**config.mk**
```make
export PLATFORM = sky130hd
export DESIGN_NAME = gbs_ctrl
export DESIGN_NICKNAME = d
export VERILOG_FILES = /design/src/gbs_pkg.sv /design/src/gbs_ctrl.sv
export SDC_FILE = /design/constraint.sdc
export NUM_CORES = 1
export LEC_CHECK = 0
export ABC_CLOCK_PERIOD_IN_PS = 1900
export BUFFER_PORTS_ARGS = -buffer_cell sky130_fd_sc_hd__buf_2
export CORE_AREA = 2 2 39 41
export CTS_CLUSTER_SIZE = 16
export DETAILED_ROUTE_END_ITERATION = 7
export DIE_AREA = 0 0 41 43
export SLEW_MARGIN = 20
export SYNTH_ARGS = -nofsm -noshare
export SYNTH_HDL_FRONTEND = slang
export SYNTH_SLANG_ARGS = --single-unit
```
**constraint.sdc**
```tcl
create_clock -name clk -period 1.9 [get_ports clk]
set_input_delay 0.38 -clock clk [delete_from_list [all_inputs] [get_ports clk]]
set_output_delay 0.38 -clock clk [all_outputs]
set_load 0.01 [all_outputs]
```
**src/gbs_pkg.sv**
```systemverilog
`timescale 1ns / 1ps
// ----------------------------------------------------------------------------
// gbs_pkg
// Shared types and constants for the greedy box suppression block.
// ----------------------------------------------------------------------------
package gbs_pkg;

    localparam int MAX_KEPT_DEF  = 64;
    localparam int MAX_BOXES_DEF = 4096;

    localparam int          THR_W     = 9;
    localparam logic [8:0]  THR_RESET = 9'd128;
    localparam logic [11:0] INDEX_MAX = 12'd4095;

    typedef struct packed {
        logic signed [15:0] box_x;
        logic signed [15:0] box_y;
        logic [14:0]        box_width;
        logic [14:0]        box_height;
        logic               last_box;
    } in_t;

    typedef struct packed {
        logic [11:0] box_index;
        logic        kept;
        logic        store_full;
        logic        end_of_set;
    } out_t;

    typedef enum logic [1:0] {
        ST_IDLE,
        ST_AREA,
        ST_SCAN,
        ST_DRAIN
    } state_t;

    // controller to datapath
    typedef struct packed {
        logic capture;
        logic area;
        logic issue;
        logic finish;
    } cmd_t;

    // datapath to controller
    typedef struct packed {
        logic scan_end;
        logic pipe_empty;
        logic out_free;
    } stat_t;

endpackage

```
**src/gbs_ctrl.sv**
```systemverilog
`timescale 1ns / 1ps
// ----------------------------------------------------------------------------
// gbs_ctrl
// Sequencer: capture a box, form its area, walk the kept store, drain the
// overlap pipeline and hand the decision to the output register.
// ----------------------------------------------------------------------------
module gbs_ctrl (
    input  logic          clk,
    input  logic          rst_n,
    input  logic          in_valid,
    output logic          in_ready,
    input  gbs_pkg::stat_t stat,
    output gbs_pkg::cmd_t  cmd
);
    import gbs_pkg::*;

    state_t state_reg;
    state_t state_next;

    always_ff @(posedge clk or negedge rst_n)
    begin
        if (!rst_n)
        begin
            state_reg <= ST_IDLE;
        end
        else
        begin
            state_reg <= state_next;
        end
    end

    always_comb
    begin
        state_next = state_reg;
        cmd        = '0;
        in_ready   = 1'b0;
        unique case (state_reg)
            ST_IDLE:
            begin
                in_ready = 1'b1;
                if (in_valid)
                begin
                    cmd.capture = 1'b1;
                    state_next  = ST_AREA;
                end
            end
            ST_AREA:
            begin
                cmd.area   = 1'b1;
                state_next = ST_SCAN;
            end
            ST_SCAN:
            begin
                if (stat.scan_end)
                begin
                    state_next = ST_DRAIN;
                end
                else
                begin
                    cmd.issue = 1'b1;
                end
            end
            ST_DRAIN:
            begin
                // wait for the last comparison and a free output slot
                if (stat.pipe_empty && stat.out_free)
                begin
                    cmd.finish = 1'b1;
                    state_next = ST_IDLE;
                end
            end
            default:
            begin
                state_next = ST_IDLE;
            end
        endcase
    end

endmodule

```
==> run summary <==
Clock transition at path regs -> 30 ps
Antenna violations before repair -> 0
Avg Cell Area, Syn -> 11.7 um2
Post-synth cell types -> 12
Worst R2R Start -> state_reg[1]
Final HPWL DP -> 305 um
Final max-slew violation count -> 0
Worst Setup End Kind -> output pin
Final ANT Viol Nets -> 0
Hold-fix buffers, CTS -> 1
Slew @ Worst Pin -> 268 ps
Die X-Extent -> 41 um
DRT iter0 DRCs -> 0
Row cnt -> 14
Clk sinks -> 2
Flops & latches, synth -> 2
Port-buffer cells -> 10
Mapped Area -> 210 um2
Initial Util -> 0.152
Largest net degree at the start of global routing -> 5
FMAX -> 610 MHz
Via count -> 174
Total Nets Final -> 45
Status -> finished clean
Area grow syn2layout -> 48.8%
CTS H-tree depth -> 1
Worst VDD drop -> 0.000349 V
Setup violations, final -> 0
Crit path required time -> 1520 ps
Setup TNS -> 0 ps
First-pass GRT wire length -> 600 um
PD cells -> 1520 nW/um2
DR pass1 iterations -> 1
Startpoint class of the critical path -> flip-flop
Wire per inst -> 7.48 um
Post-CTS setup buffer count -> 0
Worst skew pair latency -> 230 ps
Post_cts resized -> 0
Die area -> 1760 um2
Fraction of layout cells with a size suffix above 1 -> 0.563
Tcrit/Tclk final -> 0.863
Vias per Instance -> 3.63
Most frequent cells in the layout -> buf_2 (10), ha_1 (5), clkbuf_4 (3), inv_1 (2), dfrtp_1 (2)
Max FFs per register -> 2
Syn nets -> 29
Root Buffer -> clkbuf_4
Cells after synthesis -> 18
Crit Path Max Fanout -> 4
Total CTS buffers -> 3
Placed cells -> 44
Die Height -> 43 um
Yosys warning count -> 0
Slew headroom -> 0.821
# diodes -> 0
GR Util All Layers -> 0.0542
Final GP Congestion -> 0.613
Layout Cells excl Fill -> 48
CTS tree -> yes
Most common cell after layout, fill and taps aside -> buf_2
I/O pins -> 11
CP Launch Point -> state_reg[1]
Routed WL -> 359 um
Vias in the first global route -> 163
Clock tree buffer depth -> 2
DRC violations left -> 0
Sequential share of the synthesized area -> 0.238
Arrival time worst endpoint -> 1260 ps
Core Area -> 1380 um2
P_leak -> 0.000179 uW
Min cycle time layout -> 1640 ps
Total grt overflow -> 0
Unrepaired setup endpoints after global routing -> false
Clock skew -> 4.11 ps
Final-report hold violation count -> 0
Max-Cap Viols -> 0
HP Class -> input pin to async pin
Critical path class -> flip-flop to output pin
## critical path, cell delays in order, from the launching register on
cell	delay (ps)
dfrtp_1	390
inv_1	100
ha_1	240
and2_2	180
buf_2	130
## area by class of cell
cell class,count,area [um2]
flip-flops and latches,2,50.0
inverters,3,11.3
well taps,16,20.0
clock buffers,3,22.5
multi-input cells,13,149
repair buffers,11,60.1
fillers,158,1070
## synthesized netlist by cell type, drive strengths merged
cell | instances | area share
ha | 5 | 0.30
inv | 3 | 0.054
dfrtp | 2 | 0.24
a221oi | 1 | 0.13
and2 | 1 | 0.036
and3 | 1 | 0.030
mux2 | 1 | 0.071
mux2i | 1 | 0.048
nand2 | 1 | 0.018
nor2 | 1 | 0.018
nor2b | 1 | 0.065
## worst paths after layout
check / endpoint / slack, ps / cells after the start
max: cmd[3] / 260 / 4
min: state_reg[0] / 470 / 2
min in group clk: state_reg[0] / 540 / 4
min reg2reg: state_reg[1] / 590 / 1
max in group asynchronous: state_reg[1] / 1330 / 2
max reg2reg: state_reg[1] / 390 / 4
## cells by family (layout without fill, tap and decap cells)
| group | count (synthesis) | after routing | synth area share |
|---|---|---|---|
| DFF | 2 | 2 | 0.238 |
| adders and majority gates | 5 | 5 | 0.298 |
| muxes | 2 | 2 | 0.119 |
| and+or+nand+nor | 5 | 5 | 0.167 |
| buffers and inverters | 3 | 17 | 0.0536 |
| AOI/OAI and AO/OA | 1 | 1 | 0.125 |
## where the power goes
part	total, uW	switching, uW	internal, uW
logic	292	133	159
clock network	95.2	25.4	69.8
registers	89.6	21.7	67.8
## through the flow
step,cell area (um2),hold WS [ps],setup slack (ps),power (uW),utilization
after floorplan,210,84.4,442,318,-
after global placement,280,166,404,381,0.203
after detailed placement,280,167,390,391,0.203
after CTS,313,467,244,493,0.226
after global routing,313,480,166,533,0.226
final,313,467,260,477,0.226
## per-layer routing
layer | vias to the layer above | global-route usage | part of all wire
li1 | 88 | - | -
met1 | 78 | 0.0418 | 0.32
met2 | 6 | 0.0906 | 0.58
met3 | 2 | 0.0157 | 0.067
met4 | 0 | 0.0600 | 0.031
met5 | - | 0 | 0
Power figures use the tool's default switching activity.
